### src/rtl/dqkt_pkg.sv
package dqkt_pkg;

    localparam int DELAY_W = 14;
    localparam int LOSS_W  = 7;
    localparam int STEP_W  = 7;

    localparam logic [DELAY_W-1:0] DELAY_FULL      = 14'd16383;
    localparam logic [DELAY_W-1:0] DELAY_FINE_TOP  = 14'd100;
    localparam logic [DELAY_W-1:0] DELAY_MID_TOP   = 14'd1000;
    localparam logic [STEP_W-1:0]  STEP_FINE       = 7'd1;
    localparam logic [STEP_W-1:0]  STEP_MID        = 7'd10;
    localparam logic [STEP_W-1:0]  STEP_COARSE     = 7'd100;

    localparam logic [DELAY_W-1:0] DELAY_MIN_RST   = 14'd0;
    localparam logic [DELAY_W-1:0] DELAY_MAX_RST   = 14'd10000;
    localparam logic [LOSS_W-1:0]  LOSS_MIN_RST    = 7'd0;
    localparam logic [LOSS_W-1:0]  LOSS_MAX_RST    = 7'd100;

    typedef enum logic [1:0] {
        CFG_DELAY_MIN = 2'd0,
        CFG_DELAY_MAX = 2'd1,
        CFG_LOSS_MIN  = 2'd2,
        CFG_LOSS_MAX  = 2'd3
    } cfg_index_t;

    typedef struct packed {
        logic delay_line_a;
        logic delay_line_b;
        logic loss_line_a;
        logic loss_line_b;
        logic button_level;
    } in_item_t;

    typedef struct packed {
        logic [DELAY_W-1:0] delay_ms;
        logic [LOSS_W-1:0]  loss_percent;
        logic               burst_active;
        logic               indicator_on;
        logic               value_changed;
    } out_item_t;

    // detent direction seen by one knob on one sample
    typedef struct packed {
        logic up;
        logic down;
    } knob_step_t;

endpackage

### src/rtl/dqkt_knob.sv
module dqkt_knob (
    input  logic                clk,
    input  logic                rst_n,
    input  logic                en,
    input  logic                line_a,
    input  logic                line_b,
    output dqkt_pkg::knob_step_t step
);

    logic a_level_reg, a_level_next;
    logic b_level_reg, b_level_next;
    logic a_before_reg, a_before_next;
    logic b_before_reg, b_before_next;
    logic a_chg, b_chg;
    logic det_a, det_b;

    always_comb
    begin
        // line a is taken first, line b sees the updated a state
        a_chg         = line_a != a_level_reg;
        a_before_next = a_chg ? a_level_reg : a_before_reg;
        a_level_next  = line_a;
        det_a = a_chg && !a_level_next && !b_level_reg && a_before_next && b_before_reg;

        b_chg         = line_b != b_level_reg;
        b_before_next = b_chg ? b_level_reg : b_before_reg;
        b_level_next  = line_b;
        det_b = b_chg && !a_level_next && !b_level_next && a_before_next && b_before_next;

        step.down = en && det_a;
        step.up   = en && det_b;
    end

    always_ff @(posedge clk or negedge rst_n)
    begin
        if (!rst_n)
        begin
            a_level_reg  <= 1'b1;
            b_level_reg  <= 1'b1;
            a_before_reg <= 1'b0;
            b_before_reg <= 1'b0;
        end
        else if (en)
        begin
            a_level_reg  <= a_level_next;
            b_level_reg  <= b_level_next;
            a_before_reg <= a_before_next;
            b_before_reg <= b_before_next;
        end
    end

endmodule

### src/rtl/dual_quadrature_knob_tracker.sv
// Dual quadrature knob tracker.
// Input channel (in_valid/in_ready/in_item) takes one sample of the delay knob
// lines, the loss knob lines and the active-low burst button per request.
// Output channel (out_valid/out_ready/out_item) returns one result per sample:
// delay count, loss count, burst flag, indicator and a changed flag.
// Configuration channel (cfg_valid/cfg_ready/cfg_index/cfg_data) writes the
// count limits; it is always ready and should be used only while idle.
// An accepted sample is held in the input register; its result is then loaded
// into the output register, which drives out_valid.
// Throughput: one sample per cycle unless the receiver stalls; the single
// decode/update pass between the input register and the output register sets that figure.
// When the receiver stalls, the result holds in the output register and one
// more sample waits in the input register; in_ready then drops.
// Reset clears both knob trackers (levels high, previous levels low), both
// counts to zero, and loads the default limits 0/10000 and 0/100.
module dual_quadrature_knob_tracker (
    input  logic                                 clk,
    input  logic                                 rst_n,
    input  logic                                 in_valid,
    output logic                                 in_ready,
    input  dqkt_pkg::in_item_t                   in_item,
    output logic                                 out_valid,
    input  logic                                 out_ready,
    output dqkt_pkg::out_item_t                  out_item,
    input  logic                                 cfg_valid,
    output logic                                 cfg_ready,
    input  dqkt_pkg::cfg_index_t                 cfg_index,
    input  logic [dqkt_pkg::DELAY_W-1:0]         cfg_data
);

    logic                          in_valid_reg;
    dqkt_pkg::in_item_t            in_item_reg;
    logic                          out_valid_reg, out_valid_next;
    dqkt_pkg::out_item_t           out_item_reg, out_item_next;

    logic [dqkt_pkg::DELAY_W-1:0]  delay_min_reg, delay_max_reg;
    logic [dqkt_pkg::LOSS_W-1:0]   loss_min_reg, loss_max_reg;
    logic [dqkt_pkg::DELAY_W-1:0]  delay_count_reg, delay_count_next;
    logic [dqkt_pkg::LOSS_W-1:0]   loss_count_reg, loss_count_next;

    logic                          out_free, advance, knob_en, burst;
    dqkt_pkg::knob_step_t          delay_step, loss_step;
    logic [dqkt_pkg::STEP_W-1:0]   step_up, step_down;
    logic [dqkt_pkg::DELAY_W:0]    delay_sum;

    assign out_free  = !out_valid_reg || out_ready;
    assign advance   = in_valid_reg && out_free;
    assign in_ready  = !in_valid_reg || out_free;
    assign burst     = !in_item_reg.button_level;
    assign knob_en   = advance && !burst;
    assign cfg_ready = 1'b1;
    assign out_valid = out_valid_reg;
    assign out_item  = out_item_reg;

    dqkt_knob u_delay_knob (
        .clk    (clk),
        .rst_n  (rst_n),
        .en     (knob_en),
        .line_a (in_item_reg.delay_line_a),
        .line_b (in_item_reg.delay_line_b),
        .step   (delay_step)
    );

    dqkt_knob u_loss_knob (
        .clk    (clk),
        .rst_n  (rst_n),
        .en     (knob_en),
        .line_a (in_item_reg.loss_line_a),
        .line_b (in_item_reg.loss_line_b),
        .step   (loss_step)
    );

    always_comb
    begin
        // step size grows with magnitude; going down the boundary value keeps the finer step
        if (delay_count_reg < dqkt_pkg::DELAY_FINE_TOP)
            step_up = dqkt_pkg::STEP_FINE;
        else if (delay_count_reg < dqkt_pkg::DELAY_MID_TOP)
            step_up = dqkt_pkg::STEP_MID;
        else
            step_up = dqkt_pkg::STEP_COARSE;

        if (delay_count_reg <= dqkt_pkg::DELAY_FINE_TOP)
            step_down = dqkt_pkg::STEP_FINE;
        else if (delay_count_reg <= dqkt_pkg::DELAY_MID_TOP)
            step_down = dqkt_pkg::STEP_MID;
        else
            step_down = dqkt_pkg::STEP_COARSE;

        delay_sum = {1'b0, delay_count_reg} + (dqkt_pkg::DELAY_W+1)'(step_up);

        delay_count_next = delay_count_reg;
        if (delay_step.down && (delay_count_reg > delay_min_reg))
            delay_count_next = delay_count_reg - dqkt_pkg::DELAY_W'(step_down);
        else if (delay_step.up && (delay_count_reg < delay_max_reg))
        begin
            if (delay_sum > {1'b0, dqkt_pkg::DELAY_FULL})
                delay_count_next = dqkt_pkg::DELAY_FULL;
            else
                delay_count_next = delay_sum[dqkt_pkg::DELAY_W-1:0];
        end

        loss_count_next = loss_count_reg;
        if (loss_step.down && (loss_count_reg > loss_min_reg))
            loss_count_next = loss_count_reg - dqkt_pkg::LOSS_W'(1);
        else if (loss_step.up && (loss_count_reg < loss_max_reg))
            loss_count_next = loss_count_reg + dqkt_pkg::LOSS_W'(1);

        out_item_next.delay_ms      = delay_count_next;
        out_item_next.loss_percent  = loss_count_next;
        out_item_next.burst_active  = burst;
        out_item_next.indicator_on  = burst || (delay_count_next != '0)
                                      || (loss_count_next != '0);
        out_item_next.value_changed = (delay_count_next != delay_count_reg)
                                      || (loss_count_next != loss_count_reg);

        if (advance)
            out_valid_next = 1'b1;
        else if (out_ready)
            out_valid_next = 1'b0;
        else
            out_valid_next = out_valid_reg;
    end

    always_ff @(posedge clk or negedge rst_n)
    begin
        if (!rst_n)
        begin
            in_valid_reg    <= 1'b0;
            out_valid_reg   <= 1'b0;
            delay_count_reg <= '0;
            loss_count_reg  <= '0;
            delay_min_reg   <= dqkt_pkg::DELAY_MIN_RST;
            delay_max_reg   <= dqkt_pkg::DELAY_MAX_RST;
            loss_min_reg    <= dqkt_pkg::LOSS_MIN_RST;
            loss_max_reg    <= dqkt_pkg::LOSS_MAX_RST;
        end
        else
        begin
            if (in_ready)
                in_valid_reg <= in_valid;
            out_valid_reg <= out_valid_next;
            if (advance)
            begin
                delay_count_reg <= delay_count_next;
                loss_count_reg  <= loss_count_next;
            end
            if (cfg_valid && cfg_ready)
            begin
                case (cfg_index)
                    dqkt_pkg::CFG_DELAY_MIN: delay_min_reg <= cfg_data;
                    dqkt_pkg::CFG_DELAY_MAX: delay_max_reg <= cfg_data;
                    dqkt_pkg::CFG_LOSS_MIN:  loss_min_reg  <= cfg_data[dqkt_pkg::LOSS_W-1:0];
                    dqkt_pkg::CFG_LOSS_MAX:  loss_max_reg  <= cfg_data[dqkt_pkg::LOSS_W-1:0];
                    default: ;
                endcase
            end
        end
    end

    // payload registers
    always_ff @(posedge clk)
    begin
        if (in_valid && in_ready)
            in_item_reg <= in_item;
        if (advance)
            out_item_reg <= out_item_next;
    end

endmodule

### config.mk
export PLATFORM = sky130hd
export DESIGN_NAME = dual_quadrature_knob_tracker
export DESIGN_NICKNAME = d
export VERILOG_FILES = /design/src/rtl/dqkt_pkg.sv /design/src/rtl/dqkt_knob.sv /design/src/rtl/dual_quadrature_knob_tracker.sv
export SDC_FILE = /design/constraint.sdc
export NUM_CORES = 1
export LEC_CHECK = 0
export BUFFER_PORTS_ARGS = -buffer_cell sky130_fd_sc_hd__buf_2
export CAP_MARGIN = 20
export CORE_MARGIN = 8
export CORE_UTILIZATION = 35
export DETAILED_ROUTE_END_ITERATION = 8
export PLACE_DENSITY = 0.59
export SYNTH_ARGS = -nofsm -noshare
export SYNTH_HDL_FRONTEND = slang
export SYNTH_SLANG_ARGS = --single-unit
### constraint.sdc
create_clock -name clk -period 9.6 [get_ports clk]
set_clock_uncertainty 0.1 [all_clocks]
set_input_delay 1.92 -clock clk [delete_from_list [all_inputs] [get_ports clk]]
set_output_delay 1.92 -clock clk [all_outputs]
set_load 0.01 [all_outputs]
# Word level (Yosys, flattened, before mapping)
# Cells that the tools add are included.
# op_classes
addsub	4
order_cmp	9
eq_ne	9
mux	15
n_reduce_logical	49
# op_table
cell	n
$mux W14	3
$mux W7	6
$logic_and A1 B1 Y1	27
$add A14 B7 Y15	1
$gt A15 B14 Y1 const B	1
$gt A14 B14 Y1	1
$le A14 B10 Y1 const B	1
$le A14 B7 Y1 const B	1
$lt A14 B10 Y1 const B	1
$lt A14 B14 Y1	1
$lt A14 B7 Y1 const B	1
$ne A14 B14 Y1	1
$reduce_bool A14 Y1	1
$sub A14 B7 Y14	1
$logic_not A1 Y1	9
$reduce_and A2 Y1	4
$add A7 B1 Y7 const B	1
$gt A7 B7 Y1	1
$lt A7 B7 Y1	1
$ne A7 B7 Y1	1
$reduce_bool A7 Y1	1
$sub A7 B1 Y7 const B	1
$mux W1	6
$logic_or A1 B1 Y1	5
5 further kinds	9
# totals
reg_bits	102
inputBits	26
output_inout_bits	27

# Depth between registers and ports, before layout
# depth
depth_word	12
mapped_depth	17
depth_no_buf	16

# Hierarchy
# Synthesis repeated with hierarchy kept, for this count alone.
# hier_totals
hier_cells	672
hier_area_um2	6631.4
# by_module_without_submodules
module	n_inst	cells_each	area_per_inst_um2	seq_area_each_um2
dual_quadrature_knob_tracker	1	634	6185.9	2507.4
dqkt_knob	2	19	222.7	102.6

# Worst setup path after synthesis
# Ideal clock, no wire load.
# synth_path
kind	in2reg
from	input port out_ready
to	register out_item_reg, in the netlist out_item[1], data pin
setup_ns	0.272
t_arrival_ns	3.870
path_slack_ns	5.358
path_stages	10
n_path_buf	1
path_cell_list	nand2b_1 and2_1 o2111a_1 o21a_1 buf_2 mux2i_1 mux2i_1 or4b_1 nor4_2 nand4_1
# synth_lines
item	line_no	source
start, declared	dual_quadrature_knob_tracker.sv:23	input logic out_ready,
end signal, assigned	dual_quadrature_knob_tracker.sv:167	out_item_reg <= out_item_next;
end, declared	dual_quadrature_knob_tracker.sv:34	dqkt_pkg::out_item_t out_item_reg, out_item_next;

==> results summary <==
The static leakage is 3.19 nW. Using the TritonRoute via totals, the vias-per-cell ratio works out to 5.49. The proportion of register bits with asynchronous set or reset after synthesis came out at 0.716. The repair_antennas step left the layout with diodes totalling 0. The HPWL after detailed placement is 12.6 mm. The synthesis warning total is 0. The number of buffers inserted by port buffering came out at 51. The highest metal layer with signal wires is met4.

The number of clock sinks came out at 102. The detailed-router iteration count before antenna repair is 5. For this run, the register share of the synthesized area comes to 0.421. The violation count after the first detailed-route iteration came out at 330. After detailed routing, the met3 layer carries 1.01 mm of wire.

For this design the total switching power over the nets is 0.424 mW. The class of the tightest hold or removal check is flip-flop to flip-flop. The part of the total power dissipated in sequential elements is 0.442. The die outline width is 152 µm. The post-synth net total is 714. The placeable core area came out at 18000 µm².

The total count of hold-check failures in the final report is 0. In the post-synthesis netlist, the biggest area contributors are sky130_fd_sc_hd__dfrtp_1, sky130_fd_sc_hd__edfxtp_1, sky130_fd_sc_hd__ha_1, sky130_fd_sc_hd__mux2_2, sky130_fd_sc_hd__dfstp_2. The via count of the first global-routing pass is 4964. Entering global routing, the biggest net connects 74 pins. After clock tree synthesis, the clock-pin slew on the worst setup and hold paths is 80 ps. The net count reported at finish came out at 762.

The dominant register cell in the synthesized netlist is sky130_fd_sc_hd__dfrtp_1. The aggregate negative setup slack came out at 0 ps. The register bit total from synthesis came out at 102.

The detailed route wirelength on metal2 came out at 8.01 mm. The final critical-path required period came out at 4930 ps. The critical-path maximum fanout came out at 11. Summed over all instances, the cell type with the most area after synthesis is sky130_fd_sc_hd__dfrtp_1. Of the available clock period, the critical path in the final layout requires 0.513.

The combined global-route utilization of all metal layers came out at 0.150. The floorplan die height came out at 152 µm. Clock tree synthesis selected as its root buffer the cell sky130_fd_sc_hd__clkbuf_16. Hold repair after CTS inserted 0 buffers. The cell family with the largest share of critical-path delay is simple AND/OR/NAND/NOR gates. The number of maximum-capacitance constraint violations came out at 0.

The post-CTS setup-driven buffer insertion count is 0. The setup path with the least slack is of type flip-flop to flip-flop. The worst-path cell with the longest stage delay is sky130_fd_sc_hd__dfrtp_1. The weighted congestion at the end of routability-driven global placement came out at 0.902. The average size of a mapped cell is 10.2 µm². The worst hold path passes through 2 cells. Together, buffers and inverters on the worst path number 1. STA classifies the critical path endpoint as a flip-flop. The die area is 23000 µm². The total overflow left after global routing is 0.

The relative area change from synthesis to final layout came out at 12.4%. The data required time of the worst path is 9600 ps. The number of top-level pins is 53. The transition time of the tightest slew-check pin came out at 963 ps. The total clock buffers created by CTS came out at 9. The number of flip-flops in the largest register came out at 24.

The mapped netlist covers 6440 µm². Derived from the worst setup path, the maximum achievable clock frequency is 203 MHz. The flow ran to the end, and the final reports show no timing, DRC or antenna violations.

Fill cells in the final layout number 1799. The number of gates resized after cts is 0. The H-tree was split into 3 levels.

The final-report max-slew violation count is 0. The post-detailed-routing wire length came out at 16.6 mm. The internal portion of the total power is 0.861 mW. Walking the worst path, the cells encountered are or3_1, nor3_1, and3_1, a21o_1, ha_1, inv_1, fa_1, a21oi_1, a211oi_1, nand2_1, nand3b_1, or3_1, mux2i_1, a221oi_1, a311oi_1, nand4_1.

In the final layout, the share of cells above drive strength 1 is 0.199. Of the post-synthesis cell area, the dominant cell type holds 0.237. The post-synthesis cell count is 630. After routing the design area is 7250 µm². The wire length on met1 is 7.35 mm. The portion of total power attributed to the clock network is 0.294.

The number of design rule violations left after detail routing is 0. The routed layout has 5008 vias. The average wire per standard cell came out at 18.2 µm. Across all hold checks on the routed design, the worst slack comes to 382 ps. Counting cells, the worst reg-to-reg path comes to 16. The latest clock arrival within the worst-skew pair came out at 360 ps. The count of flip-flops with a built-in enable after synthesis is 29. The initial antenna violation count is 0. The synthesized netlist contains 75 unique library cells. Setup repair after global routing left no endpoint under its margin. The count of cell instances traversed by the critical path came out at 16. The max-slew headroom at the worst pin is 0.358. No sink is reached through more buffers than the 2 on the longest clock path. The worst setup path is launched from a flip-flop. The power density of the placed cells is 177 nW/µm².

The arrival time at the worst endpoint is 4930 ps. The post-placement cell area is 6940 µm². The wire length of the first global-routing pass came out at 26.6 mm. The effective utilization at floorplan came out at 0.358. The cell row count is 49. The peak ir drop on the vdd network came out at 95.2 µV. Counting stages on the worst path, the most repeated cell is sky130_fd_sc_hd__or3_1. In this design, the stage delay of the slowest critical-path cell is 520 ps. The number of nets with antenna violations after detailed routing is 0. The switching share of power is 0.330.

The total of endpoints with negative setup slack in the final report is 0. The TritonCTS clock tree is built. The part of the power in combinational logic came out at 0.264.
## area by class of cell
type	count	area, µm²	share of cell area
multi-input cells	455	3450	0.477
well taps	229	287	0.0395
clock buffers	10	250	0.0345
repair buffers	55	285	0.0394
inverters	55	206	0.0285
clock inverters	6	52.6	0.00725
flip-flops and latches	102	2710	0.374
## cells in the final DEF, fill, tap and decap left out, drive strengths merged, types with 4 or more instances in the layout
master	count
dfrtp	61
inv	57
ha	56
buf	55
o21ai	52
nand2	44
mux2	35
edfxtp	29
a21oi	27
nor2	26
a211oi	16
nor3	15
and2	13
nand3	13
xnor2	12
dfstp	12
nand4	10
clkbuf	10
or3	9
nand2b	9
mux2i	9
xor2	8
a21o	6
nor4b	5
nand3b	5
o211ai	5
and3	4
or2	4
a31oi	4
a211o	4
nor3b	4
a2111oi	4
nor4	4
## power groups by stage
stage / clock, mW / sequential (mW) / combinational (mW)
2_1_floorplan: 0 / 0.560 / 0.249
3_3_place_gp: 0 / 0.574 / 0.330
3_5_place_dp: 0 / 0.577 / 0.340
4_1_cts: 0.390 / 0.568 / 0.342
5_1_grt: 0.402 / 0.578 / 0.381
6_report: 0.377 / 0.568 / 0.339
## path summary, 6_finish.rpt
| check | start | end | slack (ps) |
|---|---|---|---|
| worst max-delay path | delay_count_reg[8]$_DFFE_PN0P_ | out_item[1]$_DFFE_PP_ | 4670 |
| worst min-delay path | u_delay_knob.b_level_reg$_DFFE_PN1P_ | u_delay_knob.b_level_reg$_DFFE_PN1P_ | 380 |
| worst min register to register | u_delay_knob.b_level_reg$_DFFE_PN1P_ | u_delay_knob.b_level_reg$_DFFE_PN1P_ | 380 |
| worst max register to register | delay_count_reg[8]$_DFFE_PN0P_ | out_item[1]$_DFFE_PP_ | 4670 |
| min in group asynchronous | rst_n | delay_min_reg[13]$_DFFE_PN0P_ | 1690 |
| max in group asynchronous | rst_n | delay_count_reg[4]$_DFFE_PN0P_ | 7090 |
## Yosys cell counts, types with 4 or more instances
master,instances
sky130_fd_sc_hd__o211ai_1,4
sky130_fd_sc_hd__mux2_2,35
sky130_fd_sc_hd__xnor2_1,12
sky130_fd_sc_hd__o21ai_0,48
sky130_fd_sc_hd__nand3b_1,5
sky130_fd_sc_hd__nand4_1,10
sky130_fd_sc_hd__nand2b_1,9
sky130_fd_sc_hd__a21o_1,6
sky130_fd_sc_hd__nand2_1,44
sky130_fd_sc_hd__inv_1,55
sky130_fd_sc_hd__nand3_1,12
sky130_fd_sc_hd__xor2_1,8
sky130_fd_sc_hd__edfxtp_1,29
sky130_fd_sc_hd__a211o_1,4
sky130_fd_sc_hd__dfstp_2,12
sky130_fd_sc_hd__a211oi_1,16
sky130_fd_sc_hd__o21ai_1,4
sky130_fd_sc_hd__a21oi_1,27
sky130_fd_sc_hd__mux2i_1,9
sky130_fd_sc_hd__or3_1,9
sky130_fd_sc_hd__and3_1,4
sky130_fd_sc_hd__clkbuf_1,12
sky130_fd_sc_hd__nor3_1,14
sky130_fd_sc_hd__dfrtp_1,61
sky130_fd_sc_hd__a31oi_1,4
sky130_fd_sc_hd__and2_1,13
sky130_fd_sc_hd__buf_2,5
sky130_fd_sc_hd__ha_1,56
sky130_fd_sc_hd__nor2_1,25
sky130_fd_sc_hd__or2_2,4
sky130_fd_sc_hd__nor4b_1,5
## worst min-delay path, cell delays in order (launching register included)
cell	delay, ps
sky130_fd_sc_hd__dfstp_2	390
sky130_fd_sc_hd__nand2_1	50
sky130_fd_sc_hd__nand2_1	40
## per-layer routing
metal | track usage | up-vias
met5 | 0 | -
met4 | 0.0465 | 0
met1 | 0.186 | 2425
met2 | 0.253 | 144
met3 | 0.0336 | 16
li1 | - | 2423
## per-stage QoR
step | total power [mW] | instances | util | setup slack, ps
2_1_floorplan | 0.809 | 630 | - | 5360
3_3_place_gp | 0.904 | 895 | 0.385 | 4760
3_5_place_dp | 0.916 | 895 | 0.385 | 4660
4_1_cts | 1.30 | 911 | 0.402 | 4820
5_1_grt | 1.36 | 912 | 0.402 | 4500
6_report | 1.28 | 912 | 0.402 | 4670
## cell families after synthesis
logic type	Yosys count	share of synthesized area
XOR/XNOR	20	0.0272
AO/OA/AOI/OAI	155	0.165
adder cells (fa/ha/maj)	58	0.115
AND/OR/NAND/NOR	177	0.152
buffers and inverters	73	0.0441
other	1	0.000582
flip-flops	102	0.421
multiplexers	44	0.0751
(Power assumes the default switching activity.)
